File: src/change_dispense_engine_unit_macros.svh
// Assertion macros shared by the change dispense engine modules.
// Expects clk and arst_n in the scope where a macro is used.
`ifndef CHANGE_DISPENSE_ENGINE_UNIT_MACROS_SVH
`define CHANGE_DISPENSE_ENGINE_UNIT_MACROS_SVH

// Same-cycle implication, disabled during reset.
`define CDE_ASSERT_IMPL(lbl, ante, cons, msg) \
	lbl: assert property (@(posedge clk) disable iff (!arst_n) (ante) |-> (cons)) \
		else $error(msg);

// Next-cycle implication, disabled during reset.
`define CDE_ASSERT_NEXT(lbl, ante, cons, msg) \
	lbl: assert property (@(posedge clk) disable iff (!arst_n) (ante) |=> (cons)) \
		else $error(msg);

`endif

File: src/cde_pkg.sv
// Shared constants, codes and controller/datapath types of the change dispense engine.
// No dependencies.
`default_nettype none

package cde_pkg;

	localparam int NUM_DENOMS_DEF = 8;
	localparam int COUNT_BITS_DEF = 16;
	localparam int NUM_REGS       = 8;
	localparam int REG_IDX_BITS   = 3;
	localparam int DENOM_BITS     = 20;
	localparam int QTY_BITS       = 16;
	localparam int AMT_BITS       = 24;
	localparam int PIECE_BITS     = 16;
	localparam int REQ_BITS       = 2;
	localparam int STATUS_BITS    = 2;

	typedef enum logic [REQ_BITS-1:0] {
		REQ_RESTOCK    = 2'd0,
		REQ_PAY_AMOUNT = 2'd1,
		REQ_PAY_QTY    = 2'd2
	} req_kind_t;

	typedef enum logic [STATUS_BITS-1:0] {
		RS_OK      = 2'd0,
		RS_UNKNOWN = 2'd1,
		RS_ZERO    = 2'd2,
		RS_SHORT   = 2'd3
	} rsp_status_t;

	typedef enum logic [3:0] {
		CS_IDLE,
		CS_DISPATCH,
		CS_SINGLE,
		CS_AMT_ERR,
		CS_SLOT,
		CS_DIV,
		CS_CLAMP,
		CS_SUB,
		CS_CHECK,
		CS_COMMIT
	} ctrl_state_t;

	typedef enum logic [3:0] {
		DP_NOP,
		DP_LOAD,
		DP_LOOKUP,
		DP_WALK_INIT,
		DP_SKIP,
		DP_DIV_START,
		DP_CLAMP,
		DP_SUB,
		DP_COMMIT_INIT,
		DP_EMIT_SINGLE,
		DP_EMIT_ERR,
		DP_EMIT_TAKE
	} dp_op_t;

	typedef struct packed {
		dp_op_t op;
		logic   advance;
	} cmd_t;

	typedef struct packed {
		logic [REQ_BITS-1:0] req_type;
		logic                amt_zero;
		logic                slot_skip;
		logic                slot_last;
		logic                div_done;
		logic                rem_zero;
		logic                take_zero;
		logic                slot_final;
		logic                out_free;
	} sts_t;

endpackage

`default_nettype wire

File: src/change_dispense_engine_unit.sv
// Top level of the change dispense engine: controller plus datapath.
// Depends on cde_pkg, cde_ctrl, cde_datapath (and through it cde_divider).
//
// channel  direction  handshake               contents
// cfg      in         cfg_valid / cfg_ready   cfg_index, cfg_data (slot value in cents)
// req      in         req_valid / req_stall   req_type, denom_cents, quantity, amount_cents
// rsp      out        rsp_valid / rsp_stall   status, slot_denom_cents, pieces, count_left, last
//
// One request at a time. Restock and quantity payout: request latched, slot looked up, then the
// result registered once the result register is free. Amount payout: per used slot with pieces
// held, a 24-step restoring divider, clamp and multiply, subtract; other slots are skipped; a
// check step, then a commit walk emitting one result per paying slot up to the last paying one.
// Reset clears slot values, piece counts and the result valid flag at once.
// A held result stalls only emission; the next request is taken once the last result is in
// the result register.
`default_nettype none

module change_dispense_engine_unit #(
	parameter int NUM_DENOMS = cde_pkg::NUM_DENOMS_DEF,
	parameter int COUNT_BITS = cde_pkg::COUNT_BITS_DEF
) (
	input  wire logic                              clk,
	input  wire logic                              arst_n,
	input  wire logic                              cfg_valid,
	output logic                                   cfg_ready,
	input  wire logic [cde_pkg::REG_IDX_BITS-1:0]  cfg_index,
	input  wire logic [cde_pkg::DENOM_BITS-1:0]    cfg_data,
	input  wire logic                              req_valid,
	output logic                                   req_stall,
	input  wire logic [cde_pkg::REQ_BITS-1:0]      req_type,
	input  wire logic [cde_pkg::DENOM_BITS-1:0]    denom_cents,
	input  wire logic [cde_pkg::QTY_BITS-1:0]      quantity,
	input  wire logic [cde_pkg::AMT_BITS-1:0]      amount_cents,
	output logic                                   rsp_valid,
	input  wire logic                              rsp_stall,
	output logic      [cde_pkg::STATUS_BITS-1:0]   status,
	output logic      [cde_pkg::DENOM_BITS-1:0]    slot_denom_cents,
	output logic      [cde_pkg::PIECE_BITS-1:0]    pieces,
	output logic      [cde_pkg::PIECE_BITS-1:0]    count_left,
	output logic                                   last
);

	cde_pkg::cmd_t cmd;
	cde_pkg::sts_t sts;

	assign cfg_ready = 1'b1;

	cde_ctrl u_ctrl (
		.clk       (clk),
		.arst_n    (arst_n),
		.req_valid (req_valid),
		.req_stall (req_stall),
		.sts       (sts),
		.cmd       (cmd)
	);

	cde_datapath #(
		.NUM_DENOMS (NUM_DENOMS),
		.COUNT_BITS (COUNT_BITS)
	) u_dp (
		.clk              (clk),
		.arst_n           (arst_n),
		.cfg_valid        (cfg_valid),
		.cfg_index        (cfg_index),
		.cfg_data         (cfg_data),
		.req_type         (req_type),
		.denom_cents      (denom_cents),
		.quantity         (quantity),
		.amount_cents     (amount_cents),
		.cmd              (cmd),
		.sts              (sts),
		.rsp_stall        (rsp_stall),
		.rsp_valid        (rsp_valid),
		.status           (status),
		.slot_denom_cents (slot_denom_cents),
		.pieces           (pieces),
		.count_left       (count_left),
		.last             (last)
	);

endmodule

`default_nettype wire

File: src/cde_divider.sv
// Restoring divider, one quotient bit per cycle, for the amount payout walk.
// Depends on cde_pkg.
`default_nettype none

module cde_divider (
	input  wire logic                           clk,
	input  wire logic                           arst_n,
	input  wire logic                           start,
	input  wire logic [cde_pkg::AMT_BITS-1:0]   dividend,
	input  wire logic [cde_pkg::DENOM_BITS-1:0] divisor,
	output logic      [cde_pkg::AMT_BITS-1:0]   quotient,
	output logic                                done
);

	localparam int AW = cde_pkg::AMT_BITS;
	localparam int DW = cde_pkg::DENOM_BITS;
	localparam int SW = $clog2(AW);
	localparam logic [SW-1:0] STEP_LAST = SW'(AW - 1);

	logic          busy_q;
	logic [SW-1:0] step_q;
	logic [DW-1:0] acc_q;
	logic [AW-1:0] quo_q;
	logic [DW-1:0] div_q;

	logic [DW:0]   trial;
	logic [DW+1:0] diff;
	logic          ge;

	always_comb begin
		trial = {acc_q, quo_q[AW-1]};
		diff  = {1'b0, trial} - {2'b00, div_q};
		ge    = !diff[DW+1];
	end

	always_ff @(posedge clk or negedge arst_n) begin
		if (!arst_n) begin
			busy_q <= 1'b0;
			step_q <= '0;
		end else if (start) begin
			busy_q <= 1'b1;
			step_q <= '0;
		end else if (busy_q) begin
			step_q <= step_q + SW'(1);
			if (step_q == STEP_LAST)
				busy_q <= 1'b0;
		end
	end

	always_ff @(posedge clk) begin
		if (start) begin
			acc_q <= '0;
			quo_q <= dividend;
			div_q <= divisor;
		end else if (busy_q) begin
			acc_q <= ge ? diff[DW-1:0] : trial[DW-1:0];
			quo_q <= {quo_q[AW-2:0], ge};
		end
	end

	assign quotient = quo_q;
	assign done     = busy_q && (step_q == STEP_LAST);

endmodule

`default_nettype wire

File: src/cde_datapath.sv
// Datapath: slot values, piece counts, request latch, payout walk and result register.
// Depends on cde_pkg, cde_divider and the assertion macros.
`default_nettype none
`include "change_dispense_engine_unit_macros.svh"

module cde_datapath #(
	parameter int NUM_DENOMS = cde_pkg::NUM_DENOMS_DEF,
	parameter int COUNT_BITS = cde_pkg::COUNT_BITS_DEF
) (
	input  wire logic                              clk,
	input  wire logic                              arst_n,
	input  wire logic                              cfg_valid,
	input  wire logic [cde_pkg::REG_IDX_BITS-1:0]  cfg_index,
	input  wire logic [cde_pkg::DENOM_BITS-1:0]    cfg_data,
	input  wire logic [cde_pkg::REQ_BITS-1:0]      req_type,
	input  wire logic [cde_pkg::DENOM_BITS-1:0]    denom_cents,
	input  wire logic [cde_pkg::QTY_BITS-1:0]      quantity,
	input  wire logic [cde_pkg::AMT_BITS-1:0]      amount_cents,
	input  wire cde_pkg::cmd_t                     cmd,
	output cde_pkg::sts_t                          sts,
	input  wire logic                              rsp_stall,
	output logic                                   rsp_valid,
	output logic      [cde_pkg::STATUS_BITS-1:0]   status,
	output logic      [cde_pkg::DENOM_BITS-1:0]    slot_denom_cents,
	output logic      [cde_pkg::PIECE_BITS-1:0]    pieces,
	output logic      [cde_pkg::PIECE_BITS-1:0]    count_left,
	output logic                                   last
);

	localparam int SLOT_BITS = (NUM_DENOMS > 1) ? $clog2(NUM_DENOMS) : 1;
	localparam int AW        = cde_pkg::AMT_BITS;
	localparam int DW        = cde_pkg::DENOM_BITS;
	localparam int QW        = cde_pkg::QTY_BITS;
	localparam int PB        = cde_pkg::PIECE_BITS;
	localparam int RIB       = cde_pkg::REG_IDX_BITS;
	localparam int CMP_W     = (COUNT_BITS > AW) ? COUNT_BITS : AW;
	localparam int PROD_W    = COUNT_BITS + DW;
	localparam logic [SLOT_BITS-1:0]  SLOT_LAST = SLOT_BITS'(NUM_DENOMS - 1);
	localparam logic [COUNT_BITS-1:0] COUNT_MAX = '1;

	function automatic logic [PB-1:0] low_piece(input logic [COUNT_BITS-1:0] v);
		logic [COUNT_BITS+PB-1:0] w;
		w = {{PB{1'b0}}, v};
		return w[PB-1:0];
	endfunction

	logic [DW-1:0]         denom_q [cde_pkg::NUM_REGS];
	logic [COUNT_BITS-1:0] count_q [NUM_DENOMS];
	logic [COUNT_BITS-1:0] take_q  [NUM_DENOMS];

	logic [cde_pkg::REQ_BITS-1:0] type_q;
	logic [DW-1:0]                dc_q;
	logic [QW-1:0]                qty_q;
	logic [AW-1:0]                amt_q;
	logic [SLOT_BITS-1:0]         slot_q;
	logic [SLOT_BITS-1:0]         final_q;
	logic                         hit_q;
	logic [AW-1:0]                rem_q;
	logic [PROD_W-1:0]            prod_q;

	logic                            rsp_valid_q;
	logic [cde_pkg::STATUS_BITS-1:0] rsp_status_q;
	logic [DW-1:0]                   rsp_denom_q;
	logic [PB-1:0]                   rsp_pieces_q;
	logic [PB-1:0]                   rsp_left_q;
	logic                            rsp_last_q;

	logic [DW-1:0]         denom_cur;
	logic [COUNT_BITS-1:0] cnt_cur;
	logic [COUNT_BITS-1:0] take_cur;
	logic                  hit_c;
	logic [SLOT_BITS-1:0]  idx_c;
	logic [CMP_W-1:0]      cnt_w;
	logic [CMP_W-1:0]      qty_w;
	logic [CMP_W-1:0]      room_w;
	logic [CMP_W-1:0]      add_w;
	logic [CMP_W-1:0]      quo_w;
	logic [CMP_W-1:0]      take_w;
	logic [COUNT_BITS-1:0] add_c;
	logic [COUNT_BITS-1:0] restock_cnt;
	logic [COUNT_BITS-1:0] payq_cnt;
	logic [COUNT_BITS-1:0] take_c;
	logic [COUNT_BITS-1:0] commit_cnt;
	logic                  short_c;
	logic                  qty_zero;
	logic                  emit_c;
	logic                  out_free_c;
	logic [AW-1:0]         quotient;
	logic                  div_done;

	cde_divider u_div (
		.clk      (clk),
		.arst_n   (arst_n),
		.start    (cmd.op == cde_pkg::DP_DIV_START),
		.dividend (rem_q),
		.divisor  (denom_cur),
		.quotient (quotient),
		.done     (div_done)
	);

	always_comb begin
		hit_c = 1'b0;
		idx_c = '0;
		for (int i = NUM_DENOMS - 1; i >= 0; i--) begin
			if ((dc_q != '0) && (denom_q[i] == dc_q)) begin
				hit_c = 1'b1;
				idx_c = SLOT_BITS'(i);
			end
		end
	end

	always_comb begin
		denom_cur   = denom_q[RIB'(slot_q)];
		cnt_cur     = count_q[slot_q];
		take_cur    = take_q[slot_q];
		cnt_w       = CMP_W'(cnt_cur);
		qty_w       = CMP_W'(qty_q);
		room_w      = CMP_W'(COUNT_MAX - cnt_cur);
		add_w       = (qty_w < room_w) ? qty_w : room_w;
		add_c       = add_w[COUNT_BITS-1:0];
		restock_cnt = cnt_cur + add_c;
		short_c     = qty_w > cnt_w;
		payq_cnt    = cnt_cur - qty_w[COUNT_BITS-1:0];
		quo_w       = CMP_W'(quotient);
		take_w      = (quo_w > cnt_w) ? cnt_w : quo_w;
		take_c      = take_w[COUNT_BITS-1:0];
		commit_cnt  = cnt_cur - take_cur;
		qty_zero    = qty_q == '0;
		out_free_c  = !rsp_valid_q || !rsp_stall;
		emit_c      = (cmd.op == cde_pkg::DP_EMIT_SINGLE) || (cmd.op == cde_pkg::DP_EMIT_ERR) ||
		              (cmd.op == cde_pkg::DP_EMIT_TAKE);
	end

	always_ff @(posedge clk or negedge arst_n) begin
		if (!arst_n) begin
			for (int i = 0; i < cde_pkg::NUM_REGS; i++)
				denom_q[i] <= '0;
			for (int i = 0; i < NUM_DENOMS; i++)
				count_q[i] <= '0;
			rsp_valid_q <= 1'b0;
		end else begin
			if (cfg_valid)
				denom_q[cfg_index] <= cfg_data;
			case (cmd.op)
				cde_pkg::DP_EMIT_SINGLE: begin
					if (hit_q && !qty_zero) begin
						if (type_q == cde_pkg::REQ_RESTOCK)
							count_q[slot_q] <= restock_cnt;
						else if (!short_c)
							count_q[slot_q] <= payq_cnt;
					end
				end
				cde_pkg::DP_EMIT_TAKE: count_q[slot_q] <= commit_cnt;
				default: ;
			endcase
			if (emit_c)
				rsp_valid_q <= 1'b1;
			else if (!rsp_stall)
				rsp_valid_q <= 1'b0;
		end
	end

	always_ff @(posedge clk) begin
		case (cmd.op)
			cde_pkg::DP_LOAD: begin
				type_q <= req_type;
				dc_q   <= denom_cents;
				qty_q  <= quantity;
				amt_q  <= amount_cents;
			end
			cde_pkg::DP_LOOKUP: begin
				hit_q  <= hit_c;
				slot_q <= idx_c;
			end
			cde_pkg::DP_WALK_INIT: begin
				slot_q <= '0;
				rem_q  <= amt_q;
			end
			cde_pkg::DP_SKIP: take_q[slot_q] <= '0;
			cde_pkg::DP_CLAMP: begin
				take_q[slot_q] <= take_c;
				prod_q         <= PROD_W'(take_c) * PROD_W'(denom_cur);
			end
			cde_pkg::DP_SUB: begin
				rem_q <= rem_q - prod_q[AW-1:0];
				if (take_cur != '0)
					final_q <= slot_q;
			end
			cde_pkg::DP_COMMIT_INIT: slot_q <= '0;
			cde_pkg::DP_EMIT_SINGLE: begin
				rsp_denom_q <= dc_q;
				rsp_last_q  <= 1'b1;
				if (!hit_q) begin
					rsp_status_q <= cde_pkg::RS_UNKNOWN;
					rsp_pieces_q <= '0;
					rsp_left_q   <= '0;
				end else if (qty_zero) begin
					rsp_status_q <= cde_pkg::RS_ZERO;
					rsp_pieces_q <= '0;
					rsp_left_q   <= low_piece(cnt_cur);
				end else if (type_q == cde_pkg::REQ_RESTOCK) begin
					rsp_status_q <= cde_pkg::RS_OK;
					rsp_pieces_q <= low_piece(add_c);
					rsp_left_q   <= low_piece(restock_cnt);
				end else if (short_c) begin
					rsp_status_q <= cde_pkg::RS_SHORT;
					rsp_pieces_q <= '0;
					rsp_left_q   <= low_piece(cnt_cur);
				end else begin
					rsp_status_q <= cde_pkg::RS_OK;
					rsp_pieces_q <= qty_q;
					rsp_left_q   <= low_piece(payq_cnt);
				end
			end
			cde_pkg::DP_EMIT_ERR: begin
				rsp_status_q <= (amt_q == '0) ? cde_pkg::RS_ZERO : cde_pkg::RS_SHORT;
				rsp_denom_q  <= '0;
				rsp_pieces_q <= '0;
				rsp_left_q   <= '0;
				rsp_last_q   <= 1'b1;
			end
			cde_pkg::DP_EMIT_TAKE: begin
				rsp_status_q <= cde_pkg::RS_OK;
				rsp_denom_q  <= denom_cur;
				rsp_pieces_q <= low_piece(take_cur);
				rsp_left_q   <= low_piece(commit_cnt);
				rsp_last_q   <= slot_q == final_q;
			end
			default: ;
		endcase
		if (cmd.advance)
			slot_q <= slot_q + SLOT_BITS'(1);
	end

	always_comb begin
		sts.req_type   = type_q;
		sts.amt_zero   = amt_q == '0;
		sts.slot_skip  = (denom_cur == '0) || (cnt_cur == '0);
		sts.slot_last  = slot_q == SLOT_LAST;
		sts.div_done   = div_done;
		sts.rem_zero   = rem_q == '0;
		sts.take_zero  = take_cur == '0;
		sts.slot_final = slot_q == final_q;
		sts.out_free   = out_free_c;
	end

	assign rsp_valid        = rsp_valid_q;
	assign status           = rsp_status_q;
	assign slot_denom_cents = rsp_denom_q;
	assign pieces           = rsp_pieces_q;
	assign count_left       = rsp_left_q;
	assign last             = rsp_last_q;

	`CDE_ASSERT_IMPL(a_emit_when_free, emit_c, out_free_c, "result written over a held result")
	`CDE_ASSERT_IMPL(a_take_within_count, cmd.op == cde_pkg::DP_EMIT_TAKE, take_cur <= cnt_cur,
		"payout exceeds pieces held")
	`CDE_ASSERT_NEXT(a_rem_not_growing, cmd.op == cde_pkg::DP_SUB, rem_q <= $past(rem_q),
		"remaining amount grew")

endmodule

`default_nettype wire

File: src/cde_ctrl.sv
// Controller state machine: request intake, payout walk sequencing and result emission.
// Depends on cde_pkg and the assertion macros.
`default_nettype none
`include "change_dispense_engine_unit_macros.svh"

module cde_ctrl (
	input  wire logic          clk,
	input  wire logic          arst_n,
	input  wire logic          req_valid,
	output logic               req_stall,
	input  wire cde_pkg::sts_t sts,
	output cde_pkg::cmd_t      cmd
);

	cde_pkg::ctrl_state_t state_q, state_d;

	always_ff @(posedge clk or negedge arst_n) begin
		if (!arst_n)
			state_q <= cde_pkg::CS_IDLE;
		else
			state_q <= state_d;
	end

	always_comb begin
		state_d = state_q;
		case (state_q)
			cde_pkg::CS_IDLE: begin
				if (req_valid)
					state_d = cde_pkg::CS_DISPATCH;
			end
			cde_pkg::CS_DISPATCH: begin
				case (sts.req_type)
					cde_pkg::REQ_RESTOCK, cde_pkg::REQ_PAY_QTY: state_d = cde_pkg::CS_SINGLE;
					cde_pkg::REQ_PAY_AMOUNT:
						state_d = sts.amt_zero ? cde_pkg::CS_AMT_ERR : cde_pkg::CS_SLOT;
					default: state_d = cde_pkg::CS_IDLE;
				endcase
			end
			cde_pkg::CS_SINGLE, cde_pkg::CS_AMT_ERR: begin
				if (sts.out_free)
					state_d = cde_pkg::CS_IDLE;
			end
			cde_pkg::CS_SLOT: begin
				if (!sts.slot_skip)
					state_d = cde_pkg::CS_DIV;
				else if (sts.slot_last)
					state_d = cde_pkg::CS_CHECK;
			end
			cde_pkg::CS_DIV: begin
				if (sts.div_done)
					state_d = cde_pkg::CS_CLAMP;
			end
			cde_pkg::CS_CLAMP: state_d = cde_pkg::CS_SUB;
			cde_pkg::CS_SUB: state_d = sts.slot_last ? cde_pkg::CS_CHECK : cde_pkg::CS_SLOT;
			cde_pkg::CS_CHECK: state_d = sts.rem_zero ? cde_pkg::CS_COMMIT : cde_pkg::CS_AMT_ERR;
			cde_pkg::CS_COMMIT: begin
				if (!sts.take_zero && sts.out_free && sts.slot_final)
					state_d = cde_pkg::CS_IDLE;
			end
			default: state_d = cde_pkg::CS_IDLE;
		endcase
	end

	always_comb begin
		cmd.op      = cde_pkg::DP_NOP;
		cmd.advance = 1'b0;
		req_stall   = 1'b1;
		case (state_q)
			cde_pkg::CS_IDLE: begin
				req_stall = 1'b0;
				if (req_valid)
					cmd.op = cde_pkg::DP_LOAD;
			end
			cde_pkg::CS_DISPATCH: begin
				case (sts.req_type)
					cde_pkg::REQ_RESTOCK, cde_pkg::REQ_PAY_QTY: cmd.op = cde_pkg::DP_LOOKUP;
					cde_pkg::REQ_PAY_AMOUNT: begin
						if (!sts.amt_zero)
							cmd.op = cde_pkg::DP_WALK_INIT;
					end
					default: ;
				endcase
			end
			cde_pkg::CS_SINGLE: begin
				if (sts.out_free)
					cmd.op = cde_pkg::DP_EMIT_SINGLE;
			end
			cde_pkg::CS_AMT_ERR: begin
				if (sts.out_free)
					cmd.op = cde_pkg::DP_EMIT_ERR;
			end
			cde_pkg::CS_SLOT: begin
				if (sts.slot_skip) begin
					cmd.op      = cde_pkg::DP_SKIP;
					cmd.advance = !sts.slot_last;
				end else begin
					cmd.op = cde_pkg::DP_DIV_START;
				end
			end
			cde_pkg::CS_CLAMP: cmd.op = cde_pkg::DP_CLAMP;
			cde_pkg::CS_SUB: begin
				cmd.op      = cde_pkg::DP_SUB;
				cmd.advance = !sts.slot_last;
			end
			cde_pkg::CS_CHECK: begin
				if (sts.rem_zero)
					cmd.op = cde_pkg::DP_COMMIT_INIT;
			end
			cde_pkg::CS_COMMIT: begin
				if (sts.take_zero) begin
					cmd.advance = 1'b1;
				end else if (sts.out_free) begin
					cmd.op      = cde_pkg::DP_EMIT_TAKE;
					cmd.advance = !sts.slot_final;
				end
			end
			default: ;
		endcase
	end

	`CDE_ASSERT_IMPL(a_div_done_in_div, sts.div_done, state_q == cde_pkg::CS_DIV,
		"divider finished outside the divide state")
	`CDE_ASSERT_IMPL(a_commit_exact, state_q == cde_pkg::CS_COMMIT, sts.rem_zero,
		"commit of an inexact payout")

endmodule

`default_nettype wire

File: config.mk
export PLATFORM = sky130hd
export DESIGN_NAME = change_dispense_engine_unit
export DESIGN_NICKNAME = d
export VERILOG_FILES = /design/src/cde_pkg.sv /design/src/change_dispense_engine_unit.sv /design/src/cde_divider.sv /design/src/cde_datapath.sv /design/src/cde_ctrl.sv
export VERILOG_INCLUDE_DIRS = /design/src /design/src/src
export SDC_FILE = /design/constraint.sdc
export NUM_CORES = 2
export LEC_CHECK = 0
export ABC_AREA = 1
export BUFFER_PORTS_ARGS = -buffer_cell sky130_fd_sc_hd__buf_2
export CAP_MARGIN = 20
export CORE_MARGIN = 2
export CORE_UTILIZATION = 40
export CTS_CLUSTER_SIZE = 40
export DETAILED_ROUTE_END_ITERATION = 6
export PLACE_DENSITY_LB_ADDON = 0.2
export SETUP_SLACK_MARGIN = 0.15
export SYNTH_ARGS = -nofsm -noshare
export SYNTH_HDL_FRONTEND = slang
export SYNTH_SLANG_ARGS = --single-unit
File: constraint.sdc
create_clock -name clk -period 13.12 [get_ports clk]
set_input_delay 1.968 -clock clk [delete_from_list [all_inputs] [get_ports clk]]
set_output_delay 1.968 -clock clk [all_outputs]
set_load 0.02 [all_outputs]
==> flow_summary.toml <==
[worst_setup_path]
critPathLaunchType = "flop"
crit_top_cell = "nand2_1"
critPathTopFamily = "adder cells"
worstSetupPathType = "flop to flop"
critPathCaptureType = "flop"
reg2reg_slack_ps = 1900
crit_fanout = 36
required_ps = 13530
max_stage_delay_ps = 600
crit_arrival_ps = 11630
crit_path_top_delay_cell = "edfxtp_1"
critPathBufInv = 10

[finish]
n_fill_cell = 10800
fin_nets = 5761
drive_gt1_share_pct = 8.59
antennaDiodeCount = 0
synthToLayoutAreaGrowth_pct = 10.5

[hold_path]
min_path_type = "flop to flop"

[power]
combPwrFrac_pct = 10.0
switching_share_pct = 27.6
p_seq_share_pct = 47.1
power_density_nw_per_um2 = 105
p_switching_mw = 1.42
pwr-share-clk_pct = 42.9
ir_drop_uv = 104
intPower_mw = 3.72
power.static_leakage_nw = 21.9

[synthesis]
synth-main-ff-cell = "edfxtp_1"
synth.avg_cell_area_um2 = 8.47
synth.net_count = 5676
yosys.area.top_type = "edfxtp_1"
yosys-top-cells-area = "edfxtp_1 23%, dfrtp_1 17%, nand2_1 11%"
ys_types = 75
synth-seq-cells = 666
seq_area_frac_synth_pct = 41.4
synth_warnings = 0
synthArstFlopShare_pct = 44.9
syn_area_um2 = 44100
netlist.area_leader.share_pct = 23.4
syn_inst = 5209
synth_edf_count = 344

[die]
die_w_um = 336
dieArea_um2 = 113000
rows = 121
start_util_pct = 40.4
ios = 148
core_area_um2 = 109000
fp.dieH_um = 336

[drt]
post_drt_wl_per_cell_um = 23.3
drt-total-wl_um = 159000
drc = 0
vias_per_cell = 5.53
drtIter0Drc = 4330
drtAntennaViolNets = 0
firstDrtPassIters = 6
vias = 37800

[sta]
setup_tns_ps = 0
finClkSkew_ps = 40.6
period_minus_slack_ps = 11220
slew_violations = 0
setup_viol = 0
finalHoldViolCount = 0
rsz0062_at_grt = "false"
layout_setup_ws_ps = 1900
period_share_pct = 85.5
tightest_slew_ps = 1090
relSlewSlack_pct = 27.2
max_freq_mhz = 89.1

[global_routing]
grt_pass1_wl_um = 235000
grt_max_degree = 98
grt_pass1_vias = 36300
grt.total_usage_pct = 28.1
antenna_found_initial = 8
overflow = 0

[status]
status = "finished, final reports clean"

[cts]
ctsResizeCount = 0
cts_buffer_depth = 3
clock-root-buffer = "clkbuf_16"
htree_levels = 3
clk_pin_slew_ps = 60
hold_buffers = 0
numCtsBuffers = 77
postCtsSetupBuffers = 0
cts_tree = "built"
clock_sink_count = 666
insertion_delay_ps = 660

[placement]
dpl_worst_slack_ps = 2080
hpwl_um = 117000
port_buffers = 146
place_congestion = 0.984

[flow_run]
maxCapViolCount = 0
==> worst reg2reg max path: cells and delay by family (launching register included) <==
kind | cells | cell delay (ps)
flops | 1 | 600
compound gates | 3 | 1450
fa+ha+maj | 8 | 3630
simple gates | 21 | 2840
buf+inv | 10 | 2450
==> cells by family (layout without fill, tap and decap cells) <==
| logic type | after synthesis | in the layout | share of synthesized area (%) |
|---|---|---|---|
| adder cells (fa/ha/maj) | 377 | 377 | 14.0 |
| other | 1 | 1 | 0.00850 |
| buffers and inverters | 921 | 1064 | 8.34 |
| AO/OA/AOI/OAI | 997 | 997 | 12.7 |
| XOR/XNOR | 180 | 180 | 3.57 |
| AND/OR/NAND/NOR | 2067 | 2067 | 20.0 |
| flip-flops | 666 | 666 | 41.4 |
==> layout make-up <==
cell class / count / area (µm²) / share of cell area, %
clock buffer: 107 / 2160 / 4.44
clock inverter: 30 / 365 / 0.749
inverter: 732 / 2760 / 5.66
multi-input combinational: 3622 / 22200 / 45.5
sequential: 666 / 18300 / 37.5
tap: 1476 / 1850 / 3.79
timing repair buffer: 195 / 1150 / 2.36
==> cells in the mapped netlist (10+ instances only) <==
| cell type | instances |
|---|---|
| clkinv_1 | 14 |
| nand2_1 | 1240 |
| xnor2_1 | 113 |
| clkbuf_1 | 105 |
| o21ai_1 | 65 |
| nand3_1 | 141 |
| nand3b_1 | 16 |
| buf_4 | 16 |
| dfxtp_1 | 23 |
| nor3_1 | 50 |
| a221oi_1 | 10 |
| a21oi_1 | 197 |
| xor2_1 | 67 |
| a22oi_1 | 20 |
| nor4_1 | 43 |
| ha_1 | 185 |
| nor2_1 | 410 |
| buf_6 | 11 |
| nand4_1 | 72 |
| fa_1 | 192 |
| inv_2 | 47 |
| nand2_2 | 22 |
| buf_2 | 52 |
| o21ai_0 | 494 |
| o211ai_1 | 22 |
| o22ai_1 | 86 |
| dfrtp_1 | 299 |
| inv_1 | 667 |
| a21o_1 | 11 |
| or2_2 | 20 |
| edfxtp_1 | 344 |
==> through the flow <==
step / std cells / utilization [%] / hold WS (ps) / power, mW / area (µm²)
after floorplan: 5209 / - / 449 / 2.67 / 44100
after global placement: 6688 / 42.3 / 462 / 2.95 / 46200
after detailed placement: 6689 / 42.3 / 466 / 2.95 / 46200
after CTS: 6826 / 44.6 / 481 / 5.14 / 48700
after global routing: 6828 / 44.7 / 498 / 5.28 / 48800
final: 6828 / 44.7 / 482 / 5.13 / 48800
==> worst paths after layout <==
path                             startpoint           endpoint  depth (start not counted)
min                        u_dp.count_q[60]   u_dp.count_q[60]                          2
min in group asynchronous            arst_n   u_dp.denom_q[27]                          1
max in group asynchronous            arst_n  u_dp.count_q[117]                          2
max                          u_dp.slot_q[0]    u_dp.prod_q[23]                         42
min reg2reg                u_dp.count_q[60]   u_dp.count_q[60]                          2
max reg2reg                  u_dp.slot_q[0]    u_dp.prod_q[23]                         42
==> routing by layer <==
metal | vias to the layer above | global-route usage [%] | wire length [µm]
met3 | 357 | 4.55 | 13900
met2 | 1850 | 42.5 | 69000
met1 | 18300 | 39.8 | 68800
li1 | 17300 | - | -
met4 | 6 | 12.0 | 7310
met5 | - | 0 | 49
==> power by group through the flow <==
stage | Combinational, mW | Clock [mW] | Sequential, mW
final | 0.512 | 2.20 | 2.42
after global routing | 0.549 | 2.31 | 2.42
after CTS | 0.502 | 2.23 | 2.41
after detailed placement | 0.500 | 0 | 2.45
after global placement | 0.499 | 0 | 2.45
after floorplan | 0.277 | 0 | 2.39
==> sequential cells by signal, summed over array words and instances (netlist names), 16 cells and up, named ones only <==
name	cells
u_dp.dc_q	20
u_dp.prod_q	24
u_dp.pieces	16
u_dp.denom_q	160
u_dp.qty_q	16
u_dp.u_div.div_q	20
u_dp.u_div.acc_q	20
u_dp.take_q	128
u_dp.amt_q	24
u_dp.count_left	16
u_dp.u_div.quotient	24
u_dp.count_q	128
u_dp.rem_q	24
u_dp.slot_denom_cents	20
==> cell usage in the layout, fill, tap and decap left out, drive strengths merged, types with 51 or more instances in the layout <==
cell / count
xor2: 67
nor3: 51
edfxtp: 344
buf: 195
a21oi: 198
nand4: 77
inv: 722
clkbuf: 107
ha: 185
dfrtp: 299
nor2: 421
nand3: 153
o22ai: 86
xnor2: 113
o21ai: 563
fa: 192
nand2: 1265
(Power assumes the default switching activity.)
